## src/rtl/gtmu_pkg.sv

```systemverilog
// types, constants and codes shared by the gcd unit
package gtmu_pkg;

    localparam int DATA_WIDTH = 32;
    localparam int SHIFT_W    = $clog2(DATA_WIDTH + 1);
    localparam int FUNC_W     = 2;
    localparam int STATUS_W   = 2;

    typedef enum logic [STATUS_W-1:0] {
        ST_OK       = 2'd0,
        ST_ZERO     = 2'd1,
        ST_BAD_FUNC = 2'd2
    } status_t;

    typedef enum logic [FUNC_W-1:0] {
        FUNC_NONE   = 2'd0,
        FUNC_ENUM   = 2'd1,
        FUNC_EUCLID = 2'd2,
        FUNC_SUB    = 2'd3
    } func_t;

    typedef enum logic [1:0] {
        S_IDLE,
        S_RUN,
        S_SHIFT,
        S_OUT
    } state_t;

    typedef struct packed {
        logic done;
        logic k_inc;
    } step_flags_t;

    typedef struct packed {
        logic load;
        logic step;
        logic shift;
    } ctrl_t;

endpackage

```

## src/rtl/gtmu_step.sv

```systemverilog
// one reduction step of the binary gcd: halve, or subtract and halve
module gtmu_step
    import gtmu_pkg::*;
(
    input  logic [DATA_WIDTH-1:0] a,
    input  logic [DATA_WIDTH-1:0] b,
    output logic [DATA_WIDTH-1:0] a_out,
    output logic [DATA_WIDTH-1:0] b_out,
    output step_flags_t           flags
);

    logic [DATA_WIDTH:0]   diff;
    logic [DATA_WIDTH-1:0] diff_neg;
    logic                  equal;
    logic                  a_gt;

    // borrow of a - b tells which operand is larger
    assign diff     = {1'b0, a} - {1'b0, b};
    assign diff_neg = ~diff[DATA_WIDTH-1:0] + {{(DATA_WIDTH-1){1'b0}}, 1'b1};
    assign equal    = (a == b);
    assign a_gt     = !diff[DATA_WIDTH] && !equal;

    always_comb
    begin
        a_out       = a;
        b_out       = b;
        flags.done  = equal;
        flags.k_inc = 1'b0;
        if (!equal)
        begin
            if (!a[0] && !b[0])
            begin
                // common factor of two, kept in the shift count
                a_out       = a >> 1;
                b_out       = b >> 1;
                flags.k_inc = 1'b1;
            end
            else if (!a[0])
            begin
                a_out = a >> 1;
            end
            else if (!b[0])
            begin
                b_out = b >> 1;
            end
            else if (a_gt)
            begin
                a_out = diff[DATA_WIDTH-1:0] >> 1;
            end
            else
            begin
                b_out = diff_neg >> 1;
            end
        end
    end

endmodule

```

## src/rtl/gcd_three_method_unit_core.sv

```systemverilog
// Greatest common divisor unit, one shared subtract/shift step under a sequencer.
// Input channel s_*: operand_a in s_tdata[31:0], operand_b in s_tdata[63:32],
// method selector func in s_tuser. Output channel m_*: divisor in m_tdata,
// status in m_tuser (0 ok, 1 zero operand, 2 invalid selector).
// All three methods give the same divisor; every method runs on the binary
// gcd step (halve an even operand, or subtract the smaller odd one and halve).
// An item with a zero operand or selector 0 shows its result in the cycle
// after it is taken. A valid item runs reduction steps until the operands
// are seen equal, then shifts each common factor of two back in and leaves
// the shift before it shows its result.
// One item is in flight at a time: s_tready is high only while idle, and the
// next item can be taken from the cycle after the result is taken.
// A stalled receiver holds m_tvalid, m_tdata and m_tuser until m_tready.
// Reset (rst_n low, asynchronous) returns to idle and drops any pending result.
module gcd_three_method_unit_core
    import gtmu_pkg::*;
(
    input  logic                    clk,
    input  logic                    rst_n,
    input  logic                    s_tvalid,
    output logic                    s_tready,
    input  logic [2*DATA_WIDTH-1:0] s_tdata,   // operand_a, operand_b
    input  logic [FUNC_W-1:0]       s_tuser,   // func
    output logic                    m_tvalid,
    input  logic                    m_tready,
    output logic [DATA_WIDTH-1:0]   m_tdata,   // divisor
    output logic [STATUS_W-1:0]     m_tuser    // status
);

    state_t                state_reg, state_next;
    logic [DATA_WIDTH-1:0] a_reg, a_next;
    logic [DATA_WIDTH-1:0] b_reg, b_next;
    logic [SHIFT_W-1:0]    k_reg, k_next;
    status_t               status_reg, status_next;

    logic [DATA_WIDTH-1:0] op_a;
    logic [DATA_WIDTH-1:0] op_b;
    logic                  op_zero;
    logic                  func_bad;
    logic [DATA_WIDTH-1:0] step_a;
    logic [DATA_WIDTH-1:0] step_b;
    step_flags_t           flags;
    ctrl_t                 ctrl;

    assign op_a     = s_tdata[DATA_WIDTH-1:0];
    assign op_b     = s_tdata[2*DATA_WIDTH-1:DATA_WIDTH];
    assign op_zero  = (op_a == '0) || (op_b == '0);
    assign func_bad = (func_t'(s_tuser) == FUNC_NONE);

    gtmu_step u_step (
        .a     (a_reg),
        .b     (b_reg),
        .a_out (step_a),
        .b_out (step_b),
        .flags (flags)
    );

    // next state
    always_comb
    begin
        state_next = state_reg;
        unique case (state_reg)
            S_IDLE:
            begin
                if (s_tvalid)
                begin
                    state_next = (op_zero || func_bad) ? S_OUT : S_RUN;
                end
            end
            S_RUN:
            begin
                if (flags.done)
                begin
                    state_next = S_SHIFT;
                end
            end
            S_SHIFT:
            begin
                if (k_reg == '0)
                begin
                    state_next = S_OUT;
                end
            end
            S_OUT:
            begin
                if (m_tready)
                begin
                    state_next = S_IDLE;
                end
            end
            default:
            begin
                state_next = S_IDLE;
            end
        endcase
    end

    // sequencer outputs
    always_comb
    begin
        ctrl     = '0;
        s_tready = 1'b0;
        m_tvalid = 1'b0;
        unique case (state_reg)
            S_IDLE:
            begin
                s_tready  = 1'b1;
                ctrl.load = s_tvalid;
            end
            S_RUN:
            begin
                ctrl.step = !flags.done;
            end
            S_SHIFT:
            begin
                ctrl.shift = (k_reg != '0);
            end
            S_OUT:
            begin
                m_tvalid = 1'b1;
            end
            default:
            begin
                ctrl = '0;
            end
        endcase
    end

    // datapath next values
    always_comb
    begin
        a_next      = a_reg;
        b_next      = b_reg;
        k_next      = k_reg;
        status_next = status_reg;
        if (ctrl.load)
        begin
            k_next = '0;
            b_next = op_b;
            if (op_zero)
            begin
                a_next      = '0;
                status_next = ST_ZERO;
            end
            else if (func_bad)
            begin
                a_next      = '0;
                status_next = ST_BAD_FUNC;
            end
            else
            begin
                a_next      = op_a;
                status_next = ST_OK;
            end
        end
        else if (ctrl.step)
        begin
            a_next = step_a;
            b_next = step_b;
            if (flags.k_inc)
            begin
                k_next = k_reg + SHIFT_W'(1);
            end
        end
        else if (ctrl.shift)
        begin
            // put the common factors of two back
            a_next = a_reg << 1;
            k_next = k_reg - SHIFT_W'(1);
        end
    end

    always_ff @(posedge clk or negedge rst_n)
    begin
        if (!rst_n)
        begin
            state_reg <= S_IDLE;
        end
        else
        begin
            state_reg <= state_next;
        end
    end

    always_ff @(posedge clk)
    begin
        a_reg      <= a_next;
        b_reg      <= b_next;
        k_reg      <= k_next;
        status_reg <= status_next;
    end

    assign m_tdata = a_reg;
    assign m_tuser = status_reg;

endmodule

```

## config.mk

```make
export PLATFORM = sky130hd
export DESIGN_NAME = gcd_three_method_unit_core
export DESIGN_NICKNAME = d
export VERILOG_FILES = /design/src/rtl/gtmu_pkg.sv /design/src/rtl/gtmu_step.sv /design/src/rtl/gcd_three_method_unit_core.sv
export SDC_FILE = /design/constraint.sdc
export NUM_CORES = 1
export LEC_CHECK = 0
export BUFFER_PORTS_ARGS = -buffer_cell sky130_fd_sc_hd__buf_2
export CAP_MARGIN = 10
export CORE_MARGIN = 1
export CORE_UTILIZATION = 59
export DETAILED_ROUTE_END_ITERATION = 8
export GPL_TIMING_DRIVEN = 1
export PLACE_DENSITY_LB_ADDON = 0.08
export REMOVE_ABC_BUFFERS = 1
export SLEW_MARGIN = 15
export SYNTH_ARGS = -nofsm -noshare
export SYNTH_HDL_FRONTEND = slang
export SYNTH_SLANG_ARGS = --single-unit
```

## constraint.sdc

```tcl
create_clock -name clk -period 5.3 [get_ports clk]
set_clock_uncertainty 0.15 [all_clocks]
set_input_delay 0.265 -clock clk [delete_from_list [all_inputs] [get_ports clk]]
set_output_delay 0.265 -clock clk [all_outputs]
set_load 0.05 [all_outputs]
```

# == Word-level counts from Yosys, hierarchy flattened ==
# Index checks and enable logic that the tools add are counted.
# Widths: inputs -> output; s select.
# word_totals
word_cells,84
reg_bits,74
out_inout_bits,36
in_bits,70
# classes
n_addsub,4
eq_ne,14
bitwise,1
mux,34
reduce_logical,24
# ops
op,count
$mux 32,17
$logic_not 32->1,2
$sub 32x32->33,1
$add 32x1->32 const B,1
$eq 32x32->1,1
$not 32->32,1
$mux 6,3
$mux 2,6
$reduce_and 4->1,3
$ne 2x2->1 const B,5
$pmux 2 s4,1
$mux 1,7
$add 6x1->6 const B,1
$logic_not 6->1,1
$reduce_bool 3->1,2
$reduce_bool 6->1,1
$sub 6x1->6 const B,1
$ne 5x2->1 const B,1
$ne 5x3->1 const B,1
$eq 2x2->1 const B,2
$logic_not 1->1,4
$logic_not 2->1,2
$ne 4x4->1 const B,1
$reduce_and 2->1,2
7 further kinds,10

# == Longest topological paths before layout ==
# depth
depth_word,10
ltp_mapped,18
depth_no_buf,16

# == By module ==
# A second synthesis with hierarchy kept.
# hier_totals
cells_unflattened,1039
hier_area_um2,8150.3
# by_module_without_submodules
module,area_each_um2,n_inst,cells_each,seq_area_each_um2
gtmu_step,4386.7,1,706,0.0
gcd_three_method_unit_core,3763.6,1,333,2152.1

# == Least setup slack after synthesis ==
# OpenSTA, ideal clock, no wires.
# synth_timing
path_kind,register -> register
startpoint,register a_reg[0] (netlist: m_tdata[0])
endpoint,"register a_reg[10] (netlist: m_tdata[10]), enable pin"
arrival_ns,4.107
synth_period_minus_slack_ns,4.685
t_required_ns,4.722
path_stages_with_launch,14
path_buffers,0
setup_slack_ns,0.615
setup_ns,0.428
path_cell_list,edfxtp_1 inv_1 ha_1 fa_1 nand2b_1 a21o_1 o311a_1 o21ai_0 a21oi_1 a21oi_1 inv_1 a21oi_1 o21ai_0 o211ai_1
# synth_between
elab_chain_cells,5
word_cells_on_any_way,13
classes_between,1 x add/sub; 4 x eq/ne; 1 x mux; 7 x reduce/logical
# synth_rtl
item,line,source
from (decl),gcd_three_method_unit_core.sv:31,"logic [DATA_WIDTH-1:0] a_reg, a_next;"
from (signal assigned),gcd_three_method_unit_core.sv:187,a_reg <= a_next;
$sub 32x32->33 / $eq 32x32->1 (equally long branches),"gtmu_step.sv:18, gtmu_step.sv:20",
"$logic_not 1->1, on equally long branches","gtmu_step.sv:21, gcd_three_method_unit_core.sv:112",
$logic_and 1x1->1 / $mux 1 (equally long branches),"gtmu_step.sv:21, gcd_three_method_unit_core.sv:104",
$ne 5x2->1 (no line) (tied with other cells),-,
$reduce_and 4->1 (no line) (*),-,
# Every way passes the cells marked *; elsewhere a longest branch is shown, timed or not.
# A chain may end at the register's enable or synchronous reset.

# == Final worst setup path ==
# layout_timing
startpoint,register a_reg[0] (netlist: m_tdata[0])
endpoint,"register b_reg[29], data pin"
# layout_between
elab_chain_cells,10
word_cells_on_any_way,12
classes_between,2 x add/sub; 7 x mux; 1 x bitwise; 2 x reduce/logical
# layout_rtl
item,line,source
$sub 32x32->33,gtmu_step.sv:18,"assign diff = {1'b0, a} - {1'b0, b};"
$not 32->32,gtmu_step.sv:19,"assign diff_neg = ~diff[DATA_WIDTH-1:0] + {{(DATA_WIDTH-1){1'b0}}, 1'b1};"
$add 32x1->32,gtmu_step.sv:19,
$mux 32,gtmu_step.sv:46,else if (a_gt)
$mux 32,gtmu_step.sv:42,else if (!b[0])
$mux 32,gtmu_step.sv:38,else if (!a[0])
$mux 32 (*),gtmu_step.sv:31,if (!a[0] && !b[0])
$mux 32 (*),gtmu_step.sv:29,if (!equal)
$mux 32 (*),gcd_three_method_unit_core.sv:156,else if (ctrl.step)
$mux 32 (*),gcd_three_method_unit_core.sv:136,if (ctrl.load)
named net b_next[29],gcd_three_method_unit_core.sv:32,"logic [DATA_WIDTH-1:0] b_reg, b_next;"
to (signal assigned),gcd_three_method_unit_core.sv:188,b_reg <= b_next;
to (decl),gcd_three_method_unit_core.sv:32,
# The timed path passes the listed nets; every way through them passes the cells marked *. The select of a mux whose other input is x is not followed.

==> impl_metrics.yaml <==
run_status:
  outcome: "completed"
yosys:
  ys_ff_latch: 74
  postSynthAreaPerCell_um2: 8.523
  ys_seq_area_frac: 0.3129
  synth_cells: 807
  async_flop_share: 0.02703
  netlist_area_um2: 6878
  synth_edf_count: 66
  yosysUniqueCellTypes: 88
  synth_warnings: 0
  ys_dominant_reg_cell: "edfxtp_1"
cts:
  numCtsBuffers: 9
  clock_path_buffers: 2
  cts.sinks: 74
  cts_setup_buffers: 0
  cts-root-buf: "clkbuf_16"
  htreeDepth: 3
  cts_tree: "built"
  clock_latency_ns: 0.35
  path_clk_slew_ns: 0.06
  cts_resized: 0
timing:
  setup_tns_ns: 0
  fin_crit_ns: 4.576
  final-hold-violation-count: 0
  finalCritPeriodShare: 0.8634
  rsz0062_at_grt: "no"
  setup_viol_count_final: 0
  whs_ns: 0.06664
  fmax_ghz: 0.2185
  maxSlewHeadroom: 0.2550
  maxSlewViolCount: 0
  worst_pin_slew_ns: 1.115
hold_path:
  worstHoldPathCells: 3
  holdPathEnd: "b_reg[5]"
  holdCritPathClass: "in2reg"
  min_from: "s_tdata[37]"
die:
  io-pin-count: 106
  die_height_um: 110.0
  die_x_um: 110.0
  core_area_um2: 11370
  die_area_um2: 12090
  start_util: 0.6049
  rows: 39
placement:
  dp_hpwl_mm: 17.30
  globalplace.congestion: 0.9918
  portBuffers: 105
  dpl_cell_area_um2: 7522
global_routing:
  grt_pass1_wl_mm: 35.13
  grt_max_degree: 36
  grt_antenna_before_repair: 0
  grt-ovfl-total: 0
  grt_use_total: 0.3851
  grt_pass1_vias: 6720
final_layout:
  antenna_cells: 0
  syn_to_final_growth_pct: 13.66
  nNetsFinal: 1015
  final_cell_area_um2: 7818
  final_common_cell: "buf_2"
  final_cell_mix: "buf_2 (105), nor2_1 (71), o21ai_0 (66), edfxtp_1 (66), a22oi_1 (63)"
  drive_gt1_frac: 0.1757
  n_fill_cell: 927
worst_setup_path:
  worstPathRequired_ns: 5.24
  critPathArrivalTime_ns: 4.52
  worstReg2RegEnd: "b_reg[29]"
  cp-end-kind: "flip-flop"
  cp-start-kind: "flip-flop"
  rrSetupSlack_ns: 0.72
  crit_family: "simple AND/OR/NAND/NOR gates"
  r2r-start: "m_tdata[0]"
  max_stage_delay_ns: 0.60
  ff2ff_path_depth: 13
  cpMaxStageDelayCell: "or4b_4"
  critical_path_buf_inv_count: 1
  crit_chain: "inv_1 > ha_1 > fa_1 > nand2b_1 > a21o_1 > xnor2_1 > or3_1 > or4b_4 > nor4_4 > nand4_2 > nor4b_2 > xor2_1 > o21ai_1"
  crit_type: "reg2reg"
  crit_fanout: 8
route:
  wl_met1_mm: 9.679
  drtIter0Drc: 746
  ant_nets: 0
  via_per_inst: 6.877
  wl_met2_mm: 10.22
  wl_per_cell_um: 21.82
  drt-total-wl_mm: 22.86
  top_layer_used: "met4"
  drtPass1Iterations: 5
  drc: 0
  vias: 7207
  wl_met3_mm: 2.233
job:
  maxCapViolations: 0
power_and_ir_drop:
  p_per_area_nw_per_um2: 164.2
  vdd_drop_max_mv: 0.1785
  p_leak_uw: 0.003277
[worst register-to-register path: stages, from the launching register on]
cell,delay (ns)
edfxtp_1,0.50
inv_1,0.14
ha_1,0.24
fa_1,0.40
nand2b_1,0.23
a21o_1,0.22
xnor2_1,0.16
or3_1,0.47
or4b_4,0.60
nor4_4,0.29
nand4_2,0.30
nor4b_2,0.35
xor2_1,0.19
o21ai_1,0.08
[what timing repair did]
item                       4_1_cts  5_1_grt
setup endpoints to repair        0        0
hold buffers                     1        0
hold endpoints to repair         2        0
[area by class of cell]
| cell class | count | area [um^2] | share of cell area |
|---|---|---|---|
| Clock buffer | 14 | 275.3 | 0.03521 |
| Tap cell | 143 | 178.9 | 0.02289 |
| Inverter | 50 | 187.7 | 0.02401 |
| Timing Repair Buffer | 118 | 625.6 | 0.08003 |
| Sequential cell | 74 | 2152 | 0.2753 |
| Multi-Input combinational cell | 647 | 4388 | 0.5613 |
| Clock inverter | 2 | 10.01 | 0.001280 |
[metrics by stage]
| stage | worst slack, ns | total power [uW] | util | instances |
|---|---|---|---|---|
| after floorplan | 0.2342 | 641.3 | - | 771 |
| after detailed placement | 0.8303 | 676.6 | 0.6616 | 1031 |
| after CTS | 0.8128 | 1279 | 0.6876 | 1048 |
| final | 0.7240 | 1284 | 0.6876 | 1048 |
| after global routing | 0.5381 | 1301 | 0.6876 | 1048 |
| after global placement | 0.9856 | 675.7 | 0.6616 | 1031 |
[Yosys cell counts, drive strengths merged (4+ instances only)]
master / instances / share of area
a21o: 15 / 0.017
or3: 8 / 0.0073
xor2: 22 / 0.028
ha: 43 / 0.078
nor2: 73 / 0.040
clkbuf: 29 / 0.016
nand2b: 8 / 0.0073
a21oi: 63 / 0.047
o21ai: 76 / 0.056
buf: 7 / 0.0067
a211oi: 5 / 0.0069
nand3: 14 / 0.010
edfxtp: 66 / 0.29
nor3: 26 / 0.021
o311ai: 4 / 0.0051
inv: 49 / 0.027
nand4: 14 / 0.016
and3: 7 / 0.0073
nor4b: 4 / 0.0060
o21a: 7 / 0.0076
nand2: 60 / 0.033
a31oi: 7 / 0.011
xnor2: 30 / 0.038
nor4: 24 / 0.027
a22oi: 63 / 0.069
and2: 7 / 0.0067
dfxtp: 6 / 0.017
a221oi: 6 / 0.010
o211ai: 6 / 0.0073
[report_power, final]
group	switching (uW)	total (uW)	internal [uW]
logic	20.0	40.8	20.8
registers	0	626	626
clock network	260	618	358
total	279	1280	1000
[worst max path at each step]
stage | from | endpoint | slack, ns | cells past startpoint
final | m_tdata[0] | b_reg[29] | 0.72 | 13
after global routing | m_tdata[0] | b_reg[29] | 0.54 | 12
after CTS | m_tdata[0] | b_reg[29] | 0.81 | 13
after detailed placement | m_tdata[0] | b_reg[29] | 0.83 | 13
after global placement | m_tdata[0] | b_reg[29] | 0.99 | 13
after floorplan | m_tdata[0] | m_tdata[10] | 0.23 | 13
[per-layer routing]
metal,vias to the layer above,GRT usage
met2,410,0.6174
met4,0,0.1581
li1,3277,-
met1,3459,0.5083
met5,-,0
met3,61,0.07349
[kinds of logic after synthesis]
family,after synthesis,synth area share
adder cells (fa/ha/maj),45,0.08405
multiplexers,3,0.004366
AO/OA/AOI/OAI,289,0.2849
XOR/XNOR,52,0.06622
AND/OR/NAND/NOR,258,0.1977
flip-flops,74,0.3129
buffers and inverters,86,0.04984
(Power assumes the default switching activity.)
